`config.mk`:
```
export PLATFORM = sky130hd
export DESIGN_NAME = pulse_peak_interval_detector_core
export DESIGN_NICKNAME = d
export VERILOG_FILES = /design/src/rtl/ppid_pkg.sv /design/src/rtl/ppid_cfg_regs.sv /design/src/rtl/ppid_peak_track.sv /design/src/rtl/ppid_interval_eval.sv /design/src/rtl/ppid_out_skid.sv /design/src/rtl/pulse_peak_interval_detector_core.sv
export SDC_FILE = /design/constraint.sdc
export NUM_CORES = 1
export LEC_CHECK = 0
export BUFFER_PORTS_ARGS = -buffer_cell sky130_fd_sc_hd__buf_2
export CAP_MARGIN = 30
export CORE_ASPECT_RATIO = 0.8
export CORE_MARGIN = 1
export CORE_UTILIZATION = 45
export DETAILED_ROUTE_END_ITERATION = 12
export GPL_ROUTABILITY_DRIVEN = 0
export SLEW_MARGIN = 20
export SYNTH_ARGS = -nofsm -noshare
export SYNTH_HDL_FRONTEND = slang
export SYNTH_SLANG_ARGS = --single-unit
```
`constraint.sdc`:
```
create_clock -name clk_i -period 8 [get_ports clk_i]
set_clock_uncertainty 0.15 [all_clocks]
set_input_delay 0.8 -clock clk_i [delete_from_list [all_inputs] [get_ports clk_i]]
set_output_delay 0.8 -clock clk_i [all_outputs]
set_load 0.01 [all_outputs]
```
`src/rtl/ppid_pkg.sv`:
```
package ppid_pkg;

  // Fixed widths of the result fields and configuration registers.
  localparam int unsigned IVL_W    = 16;
  localparam int unsigned GAP_W    = 17;
  localparam int unsigned ACUM_W   = 24;
  localparam int unsigned BEAT_W   = 16;
  localparam int unsigned MEAN_W   = 20;
  localparam int unsigned RISE_W   = 8;
  localparam int unsigned CFG_IDX_W = 2;

  localparam logic [MEAN_W-1:0] MEAN_MAX = '1;
  localparam logic [ACUM_W-1:0] ACUM_MAX = '1;

  // Register reset values. The accumulator registers reset to a fixed
  // number of seconds worth of samples.
  localparam logic [RISE_W-1:0] RISE_RESET    = 8'd25;
  localparam int unsigned       ACUM_RESET_SEC = 64;

  typedef enum logic [CFG_IDX_W-1:0] {
    CFG_MIN_RISE   = 2'd0,
    CFG_ACUM_LIMIT = 2'd1,
    CFG_ACUM_DROP  = 2'd2
  } ppid_cfg_idx_e;

  typedef struct packed {
    logic [RISE_W-1:0] min_rise_steps;
    logic [ACUM_W-1:0] acum_limit;
    logic [ACUM_W-1:0] acum_drop;
  } ppid_cfg_t;

  typedef struct packed {
    logic              interval_valid;
    logic              interval_rejected;
    logic [IVL_W-1:0]  interval_samples;
    logic [GAP_W-1:0]  interval_with_gap;
    logic              limit_reached;
    logic [ACUM_W-1:0] acum_snapshot;
    logic [BEAT_W-1:0] beat_index;
    logic [MEAN_W-1:0] mean_interval;
  } ppid_result_t;

endpackage

```
`src/rtl/ppid_cfg_regs.sv`:
```
module ppid_cfg_regs
  import ppid_pkg::*;
#(
  parameter int unsigned SAMPLE_RATE = 128
) (
  input  logic                 clk_i,
  input  logic                 rst_ni,
  input  logic                 cfg_valid_i,
  output logic                 cfg_ready_o,
  input  logic [CFG_IDX_W-1:0] cfg_index_i,
  input  logic [ACUM_W-1:0]    cfg_data_i,
  output ppid_cfg_t            cfg_o
);

  localparam logic [ACUM_W-1:0] AcumReset = ACUM_W'(ACUM_RESET_SEC * SAMPLE_RATE);

  ppid_cfg_t cfg_q;

  assign cfg_ready_o = 1'b1;
  assign cfg_o       = cfg_q;

  always_ff @(posedge clk_i or negedge rst_ni) begin
    if (!rst_ni) begin
      cfg_q.min_rise_steps <= RISE_RESET;
      cfg_q.acum_limit     <= AcumReset;
      cfg_q.acum_drop      <= AcumReset;
    end else if (cfg_valid_i) begin
      unique case (cfg_index_i)
        CFG_MIN_RISE:   cfg_q.min_rise_steps <= cfg_data_i[RISE_W-1:0];
        CFG_ACUM_LIMIT: cfg_q.acum_limit     <= cfg_data_i;
        CFG_ACUM_DROP:  cfg_q.acum_drop      <= cfg_data_i;
        default: ;
      endcase
    end
  end

endmodule

```
`src/rtl/ppid_peak_track.sv`:
```
module ppid_peak_track
  import ppid_pkg::*;
#(
  parameter int unsigned SAMPLE_WIDTH = 16,
  parameter int unsigned COUNT_WIDTH  = 16
) (
  input  logic                    clk_i,
  input  logic                    rst_ni,
  input  logic                    accept_i,
  input  logic [SAMPLE_WIDTH-1:0] sample_i,
  input  logic [RISE_W-1:0]       min_rise_i,
  output logic                    close_o,
  output logic [COUNT_WIDTH-1:0]  interval_o
);

  localparam logic [1:0] StageIdle  = 2'd0;
  localparam logic [1:0] StageArmed = 2'd1;
  localparam logic [1:0] StageClose = 2'd2;

  logic [SAMPLE_WIDTH-1:0] prev_q;
  logic [COUNT_WIDTH-1:0]  rise_q, rise_d;
  logic [COUNT_WIDTH-1:0]  ivl_q, ivl_d, ivl_base;
  logic [1:0]              stage_q, stage_d, stage_bump;
  logic                    rising;

  always_comb begin
    rising     = (sample_i >= prev_q);
    stage_bump = stage_q;
    close_o    = 1'b0;
    if (rising) begin
      rise_d = (rise_q == '1) ? rise_q : rise_q + 1'b1;
    end else begin
      rise_d = '0;
      if (rise_q >= COUNT_WIDTH'(min_rise_i)) begin
        stage_bump = stage_q + 2'd1;
      end
      close_o = (stage_bump == StageClose);
    end
    stage_d  = close_o ? StageArmed : stage_bump;
    ivl_base = close_o ? '0 : ivl_q;
    if (stage_d != StageIdle) begin
      ivl_d = (ivl_base == '1) ? ivl_base : ivl_base + 1'b1;
    end else begin
      ivl_d = ivl_base;
    end
  end

  assign interval_o = ivl_q;

  always_ff @(posedge clk_i or negedge rst_ni) begin
    if (!rst_ni) begin
      prev_q  <= '0;
      rise_q  <= '0;
      ivl_q   <= '0;
      stage_q <= StageIdle;
    end else if (accept_i) begin
      prev_q  <= sample_i;
      rise_q  <= rise_d;
      ivl_q   <= ivl_d;
      stage_q <= stage_d;
    end
  end

endmodule

```
`src/rtl/ppid_interval_eval.sv`:
```
module ppid_interval_eval
  import ppid_pkg::*;
#(
  parameter int unsigned COUNT_WIDTH    = 16,
  parameter int unsigned MEAN_FRAC_BITS = 4
) (
  input  logic                   clk_i,
  input  logic                   rst_ni,
  input  logic                   accept_i,
  input  logic                   close_i,
  input  logic [COUNT_WIDTH-1:0] interval_i,
  input  ppid_cfg_t              cfg_i,
  output ppid_result_t           result_o
);

  localparam int unsigned FxW = COUNT_WIDTH + MEAN_FRAC_BITS;
  localparam int unsigned XW  = ((FxW > MEAN_W) ? FxW : MEAN_W) + 3;
  localparam int unsigned AW  = ((COUNT_WIDTH + 1 > ACUM_W) ? COUNT_WIDTH + 1 : ACUM_W) + 1;

  logic [MEAN_W-1:0]      mean_q, mean_new;
  logic                   have_q;
  logic [COUNT_WIDTH-1:0] gap_q;
  logic [ACUM_W-1:0]      acum_q, acum_sat, acum_left;
  logic [BEAT_W-1:0]      beat_q, beat_next;

  logic [XW-1:0]          fx, mean_x, mean3, mean_sum;
  logic [COUNT_WIDTH:0]   total;
  logic [AW-1:0]          acum_sum;
  logic                   in_window, take, reject, limit;

  always_comb begin
    // Window test in fixed point: 4*I > 3*M and 2*I < 3*M.
    fx        = XW'(interval_i) << MEAN_FRAC_BITS;
    mean_x    = XW'(mean_q);
    mean3     = mean_x + (mean_x << 1);
    in_window = ((fx << 2) > mean3) && ((fx << 1) < mean3);
    take      = close_i && (!have_q || in_window);
    reject    = close_i && !take;

    mean_sum  = have_q ? ((mean_x + fx) >> 1) : fx;
    mean_new  = (mean_sum > XW'(MEAN_MAX)) ? MEAN_MAX : MEAN_W'(mean_sum);

    total     = {1'b0, interval_i} + {1'b0, gap_q};
    acum_sum  = AW'(acum_q) + AW'(total);
    acum_sat  = (acum_sum > AW'(ACUM_MAX)) ? ACUM_MAX : acum_sum[ACUM_W-1:0];
    limit     = (acum_sat >= cfg_i.acum_limit);
    acum_left = (acum_sat >= cfg_i.acum_drop) ? acum_sat - cfg_i.acum_drop : '0;
    beat_next = take ? beat_q + 1'b1 : beat_q;

    result_o.interval_valid    = take;
    result_o.interval_rejected = reject;
    result_o.interval_samples  = close_i ? IVL_W'(interval_i) : '0;
    result_o.interval_with_gap = take ? GAP_W'(total) : '0;
    result_o.limit_reached     = take && limit;
    result_o.acum_snapshot     = (take && limit) ? acum_sat : '0;
    result_o.beat_index        = beat_next;
    result_o.mean_interval     = take ? mean_new : mean_q;
  end

  always_ff @(posedge clk_i or negedge rst_ni) begin
    if (!rst_ni) begin
      mean_q <= '0;
      have_q <= 1'b0;
      gap_q  <= '0;
      acum_q <= '0;
      beat_q <= '0;
    end else if (accept_i) begin
      if (take) begin
        mean_q <= mean_new;
        have_q <= 1'b1;
        gap_q  <= '0;
        acum_q <= limit ? acum_left : acum_sat;
        beat_q <= beat_next;
      end else if (reject) begin
        gap_q  <= interval_i;
      end
    end
  end

endmodule

```
`src/rtl/ppid_out_skid.sv`:
```
module ppid_out_skid
  import ppid_pkg::*;
(
  input  logic         clk_i,
  input  logic         rst_ni,
  input  logic         push_i,
  input  ppid_result_t data_i,
  output logic         full_o,
  output logic         out_valid_o,
  input  logic         out_stall_i,
  output ppid_result_t data_o
);

  logic         head_vld_q, head_vld_d, skid_vld_q, skid_vld_d;
  ppid_result_t head_q, head_d, skid_q, skid_d;
  logic         pop;

  assign pop         = head_vld_q && !out_stall_i;
  assign full_o      = skid_vld_q;
  assign out_valid_o = head_vld_q;
  assign data_o      = head_q;

  always_comb begin
    head_vld_d = head_vld_q;
    skid_vld_d = skid_vld_q;
    head_d     = head_q;
    skid_d     = skid_q;
    if (pop) begin
      if (skid_vld_q) begin
        head_d     = skid_q;
        skid_vld_d = push_i;
        skid_d     = data_i;
      end else begin
        head_vld_d = push_i;
        head_d     = data_i;
      end
    end else if (push_i) begin
      if (!head_vld_q) begin
        head_vld_d = 1'b1;
        head_d     = data_i;
      end else begin
        skid_vld_d = 1'b1;
        skid_d     = data_i;
      end
    end
  end

  always_ff @(posedge clk_i or negedge rst_ni) begin
    if (!rst_ni) begin
      head_vld_q <= 1'b0;
      skid_vld_q <= 1'b0;
    end else begin
      head_vld_q <= head_vld_d;
      skid_vld_q <= skid_vld_d;
    end
  end

  always_ff @(posedge clk_i) begin
    head_q <= head_d;
    skid_q <= skid_d;
  end

endmodule

```
`src/rtl/pulse_peak_interval_detector_core.sv`:
```
// A result enters the two-entry output buffer when its sample transaction is accepted and
// leaves it in order behind any older result. Throughput: one sample per cycle while the output buffer is not full;
// all per-sample work is a single combinational pass from the state registers into the output buffer.
// Reset (asynchronous, active low) clears all tracking state and the output buffer and
// loads the register defaults. No clearing pass follows reset.
module pulse_peak_interval_detector_core
  import ppid_pkg::*;
#(
  parameter int unsigned SAMPLE_WIDTH   = 16,
  parameter int unsigned COUNT_WIDTH    = 16,
  parameter int unsigned MEAN_FRAC_BITS = 4,
  parameter int unsigned SAMPLE_RATE    = 128
) (
  input  logic                    clk_i,
  input  logic                    rst_ni,

  // Configuration write channel.
  input  logic                    cfg_valid_i,
  output logic                    cfg_ready_o,
  input  logic [CFG_IDX_W-1:0]    cfg_index_i,
  input  logic [ACUM_W-1:0]       cfg_data_i,

  // Sample input channel.
  input  logic                    in_valid_i,
  output logic                    in_stall_o,
  input  logic [SAMPLE_WIDTH-1:0] sample_i,

  // Result output channel.
  output logic                    out_valid_o,
  input  logic                    out_stall_i,
  output logic                    interval_valid_o,
  output logic                    interval_rejected_o,
  output logic [IVL_W-1:0]        interval_samples_o,
  output logic [GAP_W-1:0]        interval_with_gap_o,
  output logic                    limit_reached_o,
  output logic [ACUM_W-1:0]       acum_snapshot_o,
  output logic [BEAT_W-1:0]       beat_index_o,
  output logic [MEAN_W-1:0]       mean_interval_o
);

  ppid_cfg_t              cfg;
  ppid_result_t           step_result, out_result;
  logic                   accept;
  logic                   buf_full;
  logic                   close;
  logic [COUNT_WIDTH-1:0] interval;

  // A sample transaction is taken whenever the output buffer has a free
  // slot. Since the buffer holds two results, a new sample is still taken
  // while one finished result waits on a stalled output.
  assign in_stall_o = buf_full;
  assign accept     = in_valid_i && !in_stall_o;

  ppid_cfg_regs #(
    .SAMPLE_RATE (SAMPLE_RATE)
  ) u_cfg (
    .clk_i       (clk_i),
    .rst_ni      (rst_ni),
    .cfg_valid_i (cfg_valid_i),
    .cfg_ready_o (cfg_ready_o),
    .cfg_index_i (cfg_index_i),
    .cfg_data_i  (cfg_data_i),
    .cfg_o       (cfg)
  );

  // Peak detection: counts non-falling steps, marks a peak on the first
  // fall after enough of them, and counts samples between peaks. A peak
  // that follows an earlier one closes an interval this sample.
  ppid_peak_track #(
    .SAMPLE_WIDTH (SAMPLE_WIDTH),
    .COUNT_WIDTH  (COUNT_WIDTH)
  ) u_peak (
    .clk_i      (clk_i),
    .rst_ni     (rst_ni),
    .accept_i   (accept),
    .sample_i   (sample_i),
    .min_rise_i (cfg.min_rise_steps),
    .close_o    (close),
    .interval_o (interval)
  );

  // Interval evaluation: window test against the running mean, mean
  // update, gap hold, and the saturating time accumulator with its limit.
  ppid_interval_eval #(
    .COUNT_WIDTH    (COUNT_WIDTH),
    .MEAN_FRAC_BITS (MEAN_FRAC_BITS)
  ) u_eval (
    .clk_i      (clk_i),
    .rst_ni     (rst_ni),
    .accept_i   (accept),
    .close_i    (close),
    .interval_i (interval),
    .cfg_i      (cfg),
    .result_o   (step_result)
  );

  ppid_out_skid u_out (
    .clk_i       (clk_i),
    .rst_ni      (rst_ni),
    .push_i      (accept),
    .data_i      (step_result),
    .full_o      (buf_full),
    .out_valid_o (out_valid_o),
    .out_stall_i (out_stall_i),
    .data_o      (out_result)
  );

  assign interval_valid_o    = out_result.interval_valid;
  assign interval_rejected_o = out_result.interval_rejected;
  assign interval_samples_o  = out_result.interval_samples;
  assign interval_with_gap_o = out_result.interval_with_gap;
  assign limit_reached_o     = out_result.limit_reached;
  assign acum_snapshot_o     = out_result.acum_snapshot;
  assign beat_index_o        = out_result.beat_index;
  assign mean_interval_o     = out_result.mean_interval;

endmodule
```
==> results by group <==
Outcome
  • Outcome: finished, final reports clean

Timing
  • Tightest Pin Transition: 0.894 ns
  • Setup violators final: 0
  • TNS Setup: 0 ns
  • Max Clock Freq: 0.135 GHz
  • Min cycle time layout: 7.40 ns
  • Worst setup margin: 0.597 ns
  • Slew Viols, Final: 0
  • RSZ-0062 raised after global routing: no
  • Final cycle utilization of the critical path: 92.5%
  • Final Hold Fails: 0
  • Rel. slew slack: 38.9%

Critical path
  • Crit end category: flip-flop
  • Delay of the slowest critical-path stage: 0.51 ns
  • R2R setup slack: 0.60 ns
  • Buf/Inv on CP: 2
  • Worst path slowest cell: dfrtp_1
  • Critical path fanouts, max: 18
  • Worst path depth: 26
  • Cell mode on critical path: ha_1
  • Crit path launch: u_peak.interval_o[4]
  • Critical Path Start Type: flip-flop
  • Crit path to: u_eval.acum_q[14]
  • Reg-to-reg endpoint: u_eval.acum_q[14]
  • WP data arrival: 7.79 ns
  • CP required: 8.38 ns
  • Largest delay share family, worst path: compound AO/OA/AOI/OAI gates
  • Worst R2R Start: u_peak.interval_o[4]
  • R2R depth: 26
  • CP Class: flip-flop to flip-flop

Logic synthesis
  • Cell variety after synth: 83
  • Post-synth EDFFs: 192
  • Cells after Synth: 2126
  • Synthesized area per cell: 10.6 µm²
  • Post-synth top area share: 25.7%
  • Area leader, netlist: edfxtp_1
  • FFs w/ async S/R, synth: 49.1%
  • Primary FF master, synth: edfxtp_1
  • Flops & latches, synth: 377
  • Total of warnings raised by yosys: 0
  • Post-synth top cells: edfxtp_1, ha_1, nand2_1, dfrtp_1, inv_1
  • Count leader, synth: edfxtp_1
  • Sequential area share after synthesis: 46.4%
  • Synth area leaders: edfxtp_1, dfrtp_1, ha_1, mux2_2, nand2_1
  • Syn_nets: 2359
  • Synthesized area: 0.0224 mm²

Detailed routing
  • Initial DRC Count: 1206
  • WL/cell: 19.9 µm
  • Vias: 17200
  • Vias/cell: 5.74
  • # DRC: 0
  • Routed WL: 59800 µm
  • Post-DRT Antenna Nets: 0
  • DRT Pass-1 Iters: 5

Power and ir drop
  • Worst VDD drop: 142 µV
  • NetSw: 0.00228 W
  • Clk network pwr share: 30.0%
  • P_int: 0.00448 W
  • Flop pwr share: 40.4%
  • Comb power frac: 29.6%
  • Sw frac: 33.8%
  • PD cells: 263 mW/mm²
  • LEAKAGE: 11.6 nW

CTS
  • Worst-Skew Late Latency: 0.60 ns
  • Clock slew at reported path FFs: 0.06 ns
  • Post-CTS Hold Buffers: 0
  • Clock Sinks: 377
  • Resize count post-CTS: 0
  • CTS tree: done
  • Deepest clock path buffer count: 3
  • Total CTS buffers: 42
  • Clock root buffer: clkbuf_16
  • Post-CTS setup buffers: 0
  • H-tree Lvls: 2

Finish
  • Final Util: 52.7%
  • Final #Nets: 2529
  • Fraction of layout cells with a size suffix above 1: 19.1%
  • Fillers: 4341
  • Multi-input gate area: 0.0112 mm²
  • Fin area: 0.0257 mm²
  • Area delta synth->final: 14.4%
  • FF/Latch Area: 0.0104 mm²

Global routing
  • Vias in the first global route: 16500
  • Tot GR Track Use: 23.7%
  • Largest net degree at the start of global routing: 79
  • First-pass GRT wire length: 94500 µm
  • Antenna violations before repair: 3
  • Total gr overflow: 0

Place
  • Placed Area: 0.0242 mm²
  • Dpl ws: 0.588 ns
  • I/O Buffers: 144
  • Final HPWL DP: 43600 µm

Floorplanning
  • Die area: 0.0508 mm²
  • Chip width: 252 µm
  • Chip height: 202 µm
  • Row count: 72
  • Floorplan Core Area: 0.0487 mm²
  • IO Count: 146
  • Starting Density: 46.0%

Worst hold path
  • Hold/Removal Path Class: primary input to async pin

Flow run
  • Max-Cap Viols: 0
state kept, by name, summed over array words and instances, names as in the netlist, 20 cells and up:
name and flops:
u_out.data_o 96, u_out.skid_q 96, u_eval.acum_q 24, u_cfg.cfg_o 56
u_eval.mean_q 20
per-stage QoR:
step / std cells / power (W) / hold slack, ns
floorplan: 2126 / 0.00404 / 0.300
CTS: 2993 / 0.00680 / 0.0498
finish: 2998 / 0.00676 / 0.0551
global placement: 2914 / 0.00472 / 0.316
global route: 2998 / 0.00715 / 0.0802
detailed placement: 2915 / 0.00475 / 0.330
cell usage in the layout (no fill, tap or decap), types with 11 or more instances in the layout:
cell type / instances
nor4_1: 24
o21a_1: 32
buf_2: 143
buf_4: 53
a21oi_1: 106
inv_1: 148
a31oi_1: 22
o211ai_1: 11
nor2b_1: 18
nand2b_1: 23
clkbuf_16: 42
ha_1: 181
and3_1: 21
a21o_1: 47
edfxtp_1: 192
o31ai_1: 44
xor2_1: 53
o21ai_0: 96
a211oi_1: 12
nor3_1: 27
nand2_1: 179
nand3_1: 56
mux2_2: 133
or3_1: 13
and2_1: 19
dfrtp_1: 180
nor2_1: 140
nand4_1: 18
o221ai_1: 14
and4_1: 12
xnor2_1: 66
mux2i_1: 12
a22o_1: 18
how the worst min path moves through the flow:
stage / startpoint / end / slack (ns) / depth (start not counted)
6_report: rst_ni / u_peak.prev_q[6] / 0.06 / 1
5_1_grt: rst_ni / u_peak.prev_q[7] / 0.08 / 1
4_1_cts: rst_ni / u_eval.mean_q[8] / 0.05 / 1
3_5_place_dp: u_eval.beat_q[15] / u_eval.beat_q[15] / 0.33 / 1
3_3_place_gp: u_eval.beat_q[15] / u_eval.beat_q[15] / 0.32 / 1
2_1_floorplan: u_eval.beat_q[15] / u_eval.beat_q[15] / 0.30 / 1
layout make-up:
type | count | share of cell area (%)
Antenna cell | 2 | 0.0195
Tap cell | 666 | 3.25
Sequential cell | 377 | 40.5
Clock buffer | 47 | 4.17
Timing Repair Buffer | 202 | 4.80
Multi-Input combinational cell | 1524 | 43.6
Inverter | 149 | 2.18
Clock inverter | 31 | 1.44
logic make-up after synthesis:
| family | Yosys count | synth area share (%) |
|---|---|---|
| adders and majority gates | 186 | 10.5 |
| AOI/OAI and AO/OA | 478 | 14.3 |
| and+or+nand+nor | 592 | 12.9 |
| DFF | 377 | 46.4 |
| buffers and inverters | 225 | 3.92 |
| other | 1 | 0.0167 |
| xor gates and xnor gates | 119 | 4.65 |
| muxes | 148 | 7.36 |
power by group through the flow:
stage / registers, W / clock network [W] / logic, W
finish: 0.00273 / 0.00203 / 0.00200
global route: 0.00279 / 0.00215 / 0.00221
CTS: 0.00274 / 0.00207 / 0.00198
detailed placement: 0.00278 / 0 / 0.00197
global placement: 0.00277 / 0 / 0.00195
floorplan: 0.00288 / 0 / 0.00117
routing by layer:
metal / vias to the layer above / track usage, % / share of wire [%]
met1: 8485 / 36.8 / 50
li1: 8111 / - / -
met4: 2 / 5.42 / 1.6
met2: 543 / 34.3 / 41
met5: - / 0 / 0.022
met3: 68 / 3.91 / 7.2
Power figures use the tool's default switching activity.
